**config.mk**
```make
export PLATFORM = sky130hd
export DESIGN_NAME = percent_decode_stream_flat
export DESIGN_NICKNAME = d
export VERILOG_FILES = /design/src/rtl/pds_pkg.sv /design/src/rtl/pds_stream_if.sv /design/src/rtl/pds_decode.sv /design/src/rtl/pds_outq.sv /design/src/rtl/percent_decode_stream.sv /design/src/flat_wrapper.sv
export SDC_FILE = /design/constraint.sdc
export NUM_CORES = 1
export LEC_CHECK = 0
export BUFFER_PORTS_ARGS = -buffer_cell sky130_fd_sc_hd__buf_4
export CAP_MARGIN = 25
export CORE_MARGIN = 2
export CORE_UTILIZATION = 45
export CTS_CLUSTER_SIZE = 12
export DETAILED_ROUTE_END_ITERATION = 10
export PLACE_DENSITY = 0.63
export SLEW_MARGIN = 20
export SYNTH_ARGS = -nofsm -noshare
export SYNTH_HDL_FRONTEND = slang
export SYNTH_SLANG_ARGS = --single-unit
```
**constraint.sdc**
```tcl
create_clock -name clk_i -period 5.5 [get_ports clk_i]
set_clock_uncertainty 0.1 [all_clocks]
set_input_delay 0.275 -clock clk_i [delete_from_list [all_inputs] [get_ports clk_i]]
set_output_delay 0.275 -clock clk_i [all_outputs]
set_load 0.02 [all_outputs]
```
**src/rtl/pds_pkg.sv**
```systemverilog
// ---------------------------------------------------------------------------
// Percent decode stream package
// Character codes, escape state, result types and hex digit helpers.
// ---------------------------------------------------------------------------
package pds_pkg;

  localparam logic [7:0] CH_PERCENT = 8'h25;
  localparam logic [7:0] CH_PLUS    = 8'h2B;
  localparam logic [7:0] CH_SPACE   = 8'h20;

  // Result queue geometry.
  localparam int unsigned QDEPTH = 4;
  localparam int unsigned QPTRW  = $clog2(QDEPTH);
  localparam int unsigned QCNTW  = $clog2(QDEPTH + 1);

  // Most bytes that one item can produce.
  localparam int unsigned MAXRES = 3;

  // Open escape: nothing held, '%' held, or '%' plus one hex digit held.
  typedef enum logic [1:0] {
    PEND_NONE  = 2'd0,
    PEND_PCT   = 2'd1,
    PEND_DIGIT = 2'd2
  } pds_pend_e;

  typedef struct packed {
    logic [7:0] data;
    logic       last;
  } pds_res_t;

  // Results of one item, in order, with their count.
  typedef struct packed {
    pds_res_t [MAXRES-1:0] res;
    logic [1:0]            cnt;
  } pds_batch_t;

  function automatic logic is_hex(input logic [7:0] b);
    is_hex = (b >= 8'h30 && b <= 8'h39) ||
             (b >= 8'h61 && b <= 8'h66) ||
             (b >= 8'h41 && b <= 8'h46);
  endfunction

  // Nibble value of a hex digit; letters of either case map to 10..15.
  function automatic logic [3:0] hex_val(input logic [7:0] b);
    if (b <= 8'h39) begin
      hex_val = b[3:0];
    end else begin
      hex_val = b[3:0] + 4'd9;
    end
  endfunction

endpackage

```
**src/rtl/pds_stream_if.sv**
```systemverilog
// ---------------------------------------------------------------------------
// Percent decode stream channels
// Valid/ready channels for encoded input items and decoded result items.
// ---------------------------------------------------------------------------
interface pds_in_if;
  logic       valid;
  logic       ready;
  logic [7:0] in_byte;
  logic       in_last;

  modport source (output valid, output in_byte, output in_last, input ready);
  modport sink   (input valid, input in_byte, input in_last, output ready);
endinterface

interface pds_out_if;
  logic       valid;
  logic       ready;
  logic [7:0] out_byte;
  logic       out_last;

  modport source (output valid, output out_byte, output out_last, input ready);
  modport sink   (input valid, input out_byte, input out_last, output ready);
endinterface

```
**src/rtl/pds_decode.sv**
```systemverilog
// ---------------------------------------------------------------------------
// Percent decode stream decoder
// Escape state registers and the per-item decode into up to three bytes.
// ---------------------------------------------------------------------------
module pds_decode
  import pds_pkg::*;
(
  input  logic       clk_i,
  input  logic       rst_ni,
  input  logic       accept_i,
  input  logic [7:0] byte_i,
  input  logic       last_i,
  output pds_batch_t batch_o
);

  localparam int unsigned NCAND = 5;

  pds_pend_e  pend_q, pend_d, mid_pend;
  logic [7:0] digit_q;
  logic       hex_b, is_pct;
  logic [7:0] plain_val;

  logic [NCAND-1:0] cand_en;
  logic [7:0]       cand_val [NCAND];

  assign hex_b     = is_hex(byte_i);
  assign is_pct    = (byte_i == CH_PERCENT);
  assign plain_val = (byte_i == CH_PLUS) ? CH_SPACE : byte_i;

  // Next escape state; mid_pend is the state before the end-of-string flush.
  always_comb begin
    unique case (pend_q)
      PEND_NONE: begin
        mid_pend = is_pct ? PEND_PCT : PEND_NONE;
      end
      PEND_PCT: begin
        mid_pend = hex_b ? PEND_DIGIT : (is_pct ? PEND_PCT : PEND_NONE);
      end
      default: begin
        mid_pend = hex_b ? PEND_NONE : (is_pct ? PEND_PCT : PEND_NONE);
      end
    endcase
    pend_d = pend_q;
    if (accept_i) begin
      pend_d = last_i ? PEND_NONE : mid_pend;
    end
  end

  // Candidate bytes in emission order: literal '%' of a broken escape, the
  // held digit of a broken escape, the byte itself (plain or decoded), then
  // the end-of-string flush of '%' and of a freshly held digit.
  always_comb begin
    cand_en     = '0;
    cand_val[0] = CH_PERCENT;
    cand_val[1] = digit_q;
    cand_val[2] = plain_val;
    cand_val[3] = CH_PERCENT;
    cand_val[4] = byte_i;
    unique case (pend_q)
      PEND_NONE: begin
        cand_en[2] = !is_pct;
      end
      PEND_PCT: begin
        cand_en[0] = !hex_b;
        cand_en[2] = !hex_b && !is_pct;
      end
      default: begin
        if (hex_b) begin
          cand_en[2] = 1'b1;
          cand_val[2] = {hex_val(digit_q), hex_val(byte_i)};
        end else begin
          // The held digit is always a hex digit, so it passes as itself.
          cand_en[0] = 1'b1;
          cand_en[1] = 1'b1;
          cand_en[2] = !is_pct;
        end
      end
    endcase
    cand_en[3] = last_i && (mid_pend != PEND_NONE);
    cand_en[4] = last_i && (mid_pend == PEND_DIGIT);
  end

  // Pack the enabled candidates into consecutive slots.
  always_comb begin
    logic [1:0] idx;
    idx     = '0;
    batch_o = '0;
    for (int k = 0; k < NCAND; k++) begin
      if (cand_en[k] && idx != 2'(MAXRES)) begin
        batch_o.res[idx].data = cand_val[k];
        idx = idx + 2'd1;
      end
    end
    batch_o.cnt = idx;
    for (int i = 0; i < MAXRES; i++) begin
      batch_o.res[i].last = last_i && ((2'(i) + 2'd1) == idx);
    end
  end

  always_ff @(posedge clk_i or negedge rst_ni) begin
    if (!rst_ni) begin
      pend_q <= PEND_NONE;
    end else begin
      pend_q <= pend_d;
    end
  end

  always_ff @(posedge clk_i) begin
    if (accept_i && pend_q == PEND_PCT && hex_b) begin
      digit_q <= byte_i;
    end
  end

endmodule

```
**src/rtl/pds_outq.sv**
```systemverilog
// ---------------------------------------------------------------------------
// Percent decode stream result queue
// Four-entry queue that takes up to three bytes at once and sends one a cycle when ready_i is high.
// ---------------------------------------------------------------------------
module pds_outq
  import pds_pkg::*;
(
  input  logic       clk_i,
  input  logic       rst_ni,
  input  logic       push_i,
  input  pds_batch_t batch_i,
  output logic       space_o,
  output logic       valid_o,
  input  logic       ready_i,
  output pds_res_t   head_o
);

  pds_res_t         entry_q [QDEPTH];
  logic [QPTRW-1:0] wptr_q, wptr_d, rptr_q, rptr_d;
  logic [QCNTW-1:0] cnt_q, cnt_d;
  logic [QCNTW-1:0] push_n;
  logic             pop;

  // Room for a full batch whatever the output side does this cycle.
  assign space_o = (cnt_q <= QCNTW'(QDEPTH - MAXRES));
  assign valid_o = (cnt_q != '0);
  assign head_o  = entry_q[rptr_q];
  assign pop     = valid_o && ready_i;
  assign push_n  = push_i ? QCNTW'(batch_i.cnt) : '0;

  always_comb begin
    wptr_d = wptr_q + QPTRW'(push_n);
    rptr_d = rptr_q + QPTRW'(pop);
    cnt_d  = cnt_q + push_n - QCNTW'(pop);
  end

  always_ff @(posedge clk_i or negedge rst_ni) begin
    if (!rst_ni) begin
      wptr_q <= '0;
      rptr_q <= '0;
      cnt_q  <= '0;
    end else begin
      wptr_q <= wptr_d;
      rptr_q <= rptr_d;
      cnt_q  <= cnt_d;
    end
  end

  always_ff @(posedge clk_i) begin
    for (int i = 0; i < MAXRES; i++) begin
      if (push_i && (2'(i) < batch_i.cnt)) begin
        entry_q[wptr_q + QPTRW'(i)] <= batch_i.res[i];
      end
    end
  end

endmodule

```
**src/rtl/percent_decode_stream.sv**
```systemverilog
// Results: an item's bytes are queued and leave on the output channel in order.
// Throughput: one item per cycle while items yield at most one byte each and
//   the sink takes every byte; the single output port drains one byte a cycle,
//   so an item that yields two or three bytes holds off input until the
//   four-entry result queue has room for a full batch.
// Reset: rst_ni clears the escape state and the result queue; no clearing pass.
// ---------------------------------------------------------------------------
// Percent decode stream top level
// Decodes %XX escapes and '+' in a byte stream, one input byte per cycle while the queue has room.
// ---------------------------------------------------------------------------
module percent_decode_stream
  import pds_pkg::*;
(
  input  logic         clk_i,
  input  logic         rst_ni,
  pds_in_if.sink       in_i,
  pds_out_if.source    out_o
);

  // An item is taken whenever the result queue can hold a full batch of three
  // bytes. The decoder works straight off the incoming byte and its escape
  // state registers, and the batch lands in the queue at the same edge.
  logic       accept;
  logic       space;
  pds_batch_t batch;
  pds_res_t   head;

  assign in_i.ready = space;
  assign accept     = in_i.valid && space;

  pds_decode u_decode (
    .clk_i    (clk_i),
    .rst_ni   (rst_ni),
    .accept_i (accept),
    .byte_i   (in_i.in_byte),
    .last_i   (in_i.in_last),
    .batch_o  (batch)
  );

  // The queue entries double as the output register: the head entry drives
  // the output payload directly and holds while the sink stalls.
  pds_outq u_outq (
    .clk_i   (clk_i),
    .rst_ni  (rst_ni),
    .push_i  (accept),
    .batch_i (batch),
    .space_o (space),
    .valid_o (out_o.valid),
    .ready_i (out_o.ready),
    .head_o  (head)
  );

  assign out_o.out_byte = head.data;
  assign out_o.out_last = head.last;

endmodule

```
**src/flat_wrapper.sv**
```systemverilog
// flat-port wrapper written by rule: the top's interface ports become plain ports
module percent_decode_stream_flat import pds_pkg::*;
  (clk_i, rst_ni, in_i_valid, in_i_in_byte, in_i_in_last, in_i_ready, out_o_valid, out_o_out_byte, out_o_out_last, out_o_ready);
  pds_in_if in_i_i ();
  pds_out_if out_o_i ();
  input  logic clk_i;
  input  logic rst_ni;
  input wire logic [$bits(in_i_i.valid)-1:0] in_i_valid;
  input wire logic [$bits(in_i_i.in_byte)-1:0] in_i_in_byte;
  input wire logic [$bits(in_i_i.in_last)-1:0] in_i_in_last;
  output wire logic [$bits(in_i_i.ready)-1:0] in_i_ready;
  output wire logic [$bits(out_o_i.valid)-1:0] out_o_valid;
  output wire logic [$bits(out_o_i.out_byte)-1:0] out_o_out_byte;
  output wire logic [$bits(out_o_i.out_last)-1:0] out_o_out_last;
  input wire logic [$bits(out_o_i.ready)-1:0] out_o_ready;
  assign in_i_i.valid = in_i_valid;
  assign in_i_i.in_byte = in_i_in_byte;
  assign in_i_i.in_last = in_i_in_last;
  assign in_i_ready = in_i_i.ready;
  assign out_o_valid = out_o_i.valid;
  assign out_o_out_byte = out_o_i.out_byte;
  assign out_o_out_last = out_o_i.out_last;
  assign out_o_i.ready = out_o_ready;
  percent_decode_stream u_core (.clk_i(clk_i), .rst_ni(rst_ni), .in_i(in_i_i), .out_o(out_o_i));
endmodule
```
==> run summary <==
FINISH
----------------------------------------------------------------------------------
Ratio of cells with drive above 1 in the final layout                       0.1707
Area of the multi-input gates                                            2305 um^2
Signed area change from the synthesized netlist to the final layout         11.69%
Number of antenna diodes                                                         0
Sequential cell area                                                     1546 um^2
Number of filler instances in the final layout                                 793
Top library cells by usage in the layout, fill and taps aside         44 x sky130_fd_sc_hd__edfxtp_1, 36 x sky130_fd_sc_hd__nand2_1, 35 x sky130_fd_sc_hd__mux2i_1, 35 x sky130_fd_sc_hd__buf_4, 22 x sky130_fd_sc_hd__nor2_1
Most common cell after layout, fill and taps aside                    sky130_fd_sc_hd__edfxtp_1
Cell Count, Final, Fillers Out                                                 518
Number of nets in the layout                                                   440

SYNTH
----------------------------------------------------------------------------------
Yosys top cell area share                                                   0.3328
Number of enable flip-flop cells after synthesis                                44
Post-synthesis net count                                                       413
Average cell area after synthesis                                       10.39 um^2
Top cell type by total area after synthesis                           sky130_fd_sc_hd__edfxtp_1
Warnings from Yosys                                                              0
Dominant cells by area after synthesis                                sky130_fd_sc_hd__edfxtp_1 33%, sky130_fd_sc_hd__mux2i_1 8.8%, sky130_fd_sc_hd__dfrtp_1 5.7%
Fraction of synthesis flops using an asynchronous set or reset pin          0.1698
Synth Cell Area                                                          3970 um^2
Synthesis-stage register bit count                                              53
Sequential element share of the synthesized area                            0.3895
Ys flop type                                                          sky130_fd_sc_hd__edfxtp_1
Count of unique library cells instantiated by Yosys                             69
Synthesized netlist cell count                                                 382

PLACED DESIGN
----------------------------------------------------------------------------------
Final weighted congestion of routability-driven global placement            0.9441
PortBufs                                                                        23
Half-perimeter wire length after detailed placement                       7.864 mm
Cell count after placement                                                     509

STA
----------------------------------------------------------------------------------
Worst-margin pin slew                                                     868.9 ps
Final setup violation count                                                      0
Fin. Hold Viols                                                                  0
Time the worst path needs with I/O delays and setup                        4768 ps
Worst Hold Margin                                                         96.33 ps
Highest achievable clock rate                                            209.7 MHz
Final-report max-slew violation count                                            0
RSZ-0062 raised after global routing                                            no
Max transition margin                                                       0.4154
Share of the clock period used by the worst path after layout               0.8669

DRT
----------------------------------------------------------------------------------
Uppermost signal routing layer after detailed routing                         met4
Initial DRC count                                                              189
Number of iterations in the first detailed-routing pass                          5
Wirelength per Cell                                                       19.57 um
Vias post-DR                                                                  3190
Met2 WL post-DR                                                           4.757 mm
Remaining antenna violation count                                                0
Detailed-route DRC error count                                                   0
Post-detailed-route via-to-cell ratio                                        6.158
Met3 wire length                                                            439 um
Final Routed Wirelength                                                   10.14 mm
M1 WL                                                                     4.801 mm

CTS
----------------------------------------------------------------------------------
Number of instances resized during post-cts repair                               0
Cell at the root of the clock tree                                    sky130_fd_sc_hd__clkbuf_8
Clock tree from TritonCTS                                                     done
Num CTS Buffers                                                                  5
Latest clock arrival within the worst-skew pair                             310 ps
Post CTS Setup Buffer Count                                                      0
H-tree Lvls                                                                      2
Cts hold-fix bufs                                                                1
Number of clock sinks                                                           53
Clock Path Buffers                                                               2
Clock transition at path regs                                               100 ps

POWER AND IR DROP
----------------------------------------------------------------------------------
Lkg Pwr                                                                0.001883 uW
Design Power                                                               1273 uW
Worst IR Drop VDD                                                      0.0001137 V
Power density over the cells                                          287.0 nW/um^2

GRT
----------------------------------------------------------------------------------
Overall fraction of global-route tracks in use                              0.2188
Aggregate global routing overflow                                                0
First-pass GRT wire length                                                16.84 mm
Initial antenna violation count                                                  0
Number of global-route vias before repair                                     3188
Maximum number of pins on one net before global-route repair                    17

FLOORPLAN
----------------------------------------------------------------------------------
Starting Density                                                            0.4597
Top-level I/O count                                                             24
Die Footprint                                                            9589 um^2
Standard cell core area                                                  8636 um^2
Die Wd                                                                    97.93 um
Num rows                                                                        34
Chip height                                                               97.93 um

MIN PATH
----------------------------------------------------------------------------------
Min-Delay Startpoint                                                  in_i_in_byte[1]
Worst min-delay path class                                               in -> reg

SETUP PATH
----------------------------------------------------------------------------------
Maximum fanout along the worst path                                              7
Worst Path Arrival                                                         4910 ps
CP startpoint kind                                                       input pin
Critical setup path kind                                                 in -> reg
Origin of the critical flop-to-flop path                              u_core.u_decode.pend_q[1]$_DFFE_PN0P_
Data required time of the worst path                                       5640 ps
CP Capture Type                                                           register
Critical path origin                                                  in_i_in_byte[1]

RUN STATUS
----------------------------------------------------------------------------------
Run status                                                               completed

RUN
----------------------------------------------------------------------------------
Maximum capacitance violations                                                   0

## flip-flops by register name, indices dropped and copies added, names as in the netlist
| name | cells |
|---|---|
| u_core.u_outq.rptr_q | 2 |
| u_core.u_outq.entry_q | 36 |
| u_core.u_decode.digit_q | 8 |
| u_core.u_outq.wptr_q | 2 |
| u_core.u_outq.cnt_q | 3 |
| u_core.u_decode.pend_q | 2 |
## cells in the mapped netlist (4+ instances only)
master and instances:
sky130_fd_sc_hd__edfxtp_1 44, sky130_fd_sc_hd__nand2_1 36, sky130_fd_sc_hd__mux2i_1 35, sky130_fd_sc_hd__nor2_1 22, sky130_fd_sc_hd__o21ai_0 20, sky130_fd_sc_hd__ha_1 17, sky130_fd_sc_hd__inv_1 17, sky130_fd_sc_hd__clkbuf_1 12
sky130_fd_sc_hd__nand3_1 10, sky130_fd_sc_hd__dfrtp_1 9, sky130_fd_sc_hd__mux4_2 9, sky130_fd_sc_hd__o211ai_1 9, sky130_fd_sc_hd__o22ai_1 9, sky130_fd_sc_hd__a31oi_1 8, sky130_fd_sc_hd__and3_1 7, sky130_fd_sc_hd__a21oi_1 6
sky130_fd_sc_hd__nor3b_1 6, sky130_fd_sc_hd__a21o_1 5, sky130_fd_sc_hd__and2_1 5, sky130_fd_sc_hd__nand2b_1 5, sky130_fd_sc_hd__nand4_1 5, sky130_fd_sc_hd__o31ai_1 5, sky130_fd_sc_hd__xnor2_1 5, sky130_fd_sc_hd__a22o_1 4
sky130_fd_sc_hd__o21ai_2 4
## power by group
group	switching, uW	internal [uW]
sequential	69.4	496
clock	132	137
combinational	223	215
total	425	848
## routing by layer
metal,track usage,up-vias
met5,0,-
li1,-,1543
met4,0.06410,0
met1,0.3134,1543
met2,0.3525,91
met3,0.02362,13
## cell families after synthesis
group                      after synthesis  share of synthesized area
xor gates and xnor gates                 7                    0.01544
DFF                                     53                     0.3895
muxes                                   46                     0.1459
buffers and inverters                   33                    0.03309
and+or+nand+nor                        120                     0.1626
adders and majority gates               20                    0.06366
AOI/OAI and AO/OA                      103                     0.1897
## through the flow
| stage | utilization | TNS [ps] | setup slack [ps] | area [um^2] |
|---|---|---|---|---|
| finish | 0.5135 | 0 | 732.3 | 4434 |
| global route | 0.5135 | 0 | 337.5 | 4434 |
| CTS | 0.5135 | 0 | 752.0 | 4434 |
| detailed placement | 0.4994 | 0 | 414.1 | 4313 |
| global placement | 0.4994 | 0 | 610.5 | 4313 |
| floorplan | - | -1613 | -89.60 | 3970 |
## worst paths after layout
| check | to | slack [ps] | cells past startpoint |
|---|---|---|---|
| max | u_core.u_outq.cnt_q[2]$_DFF_PN0_ | 730 | 23 |
| min | u_core.u_decode.digit_q[1]$_DFFE_PP_ | 100 | 1 |
| max reg2reg | u_core.u_outq.cnt_q[2]$_DFF_PN0_ | 790 | 20 |
| min reg2reg | u_core.u_outq.cnt_q[2]$_DFF_PN0_ | 400 | 1 |
| max in group asynchronous | u_core.u_outq.rptr_q[1]$_DFF_PN0_ | 4940 | 2 |
| min in group asynchronous | u_core.u_outq.rptr_q[0]$_DFF_PN0_ | 210 | 2 |
## layout make-up
cell class / count / area share
repair buffers: 36 / 0.06151
well taps: 108 / 0.03047
clock buffers: 6 / 0.01637
clock inverters: 2 / 0.008747
inverters: 17 / 0.01439
flip-flops and latches: 53 / 0.3488
multi-input cells: 296 / 0.5198
## worst max-delay path, stage by stage
cell and delay, ps:
sky130_fd_sc_hd__buf_4 140, sky130_fd_sc_hd__inv_1 90, sky130_fd_sc_hd__ha_1 270, sky130_fd_sc_hd__nor4bb_1 110
sky130_fd_sc_hd__or4_4 570, sky130_fd_sc_hd__o21ai_1 350, sky130_fd_sc_hd__inv_1 150, sky130_fd_sc_hd__ha_1 280
sky130_fd_sc_hd__nand2b_1 210, sky130_fd_sc_hd__o21ai_0 170, sky130_fd_sc_hd__buf_4 150, sky130_fd_sc_hd__o21ai_0 120
sky130_fd_sc_hd__ha_1 330, sky130_fd_sc_hd__nand2_1 60, sky130_fd_sc_hd__nand2_1 70, sky130_fd_sc_hd__a21o_1 200
sky130_fd_sc_hd__nand2_1 190, sky130_fd_sc_hd__nand2_1 130, sky130_fd_sc_hd__ha_1 280, sky130_fd_sc_hd__inv_1 50
sky130_fd_sc_hd__fa_1 420, sky130_fd_sc_hd__xnor2_1 180, sky130_fd_sc_hd__xnor2_1 130
Power figures use the tool's default switching activity.
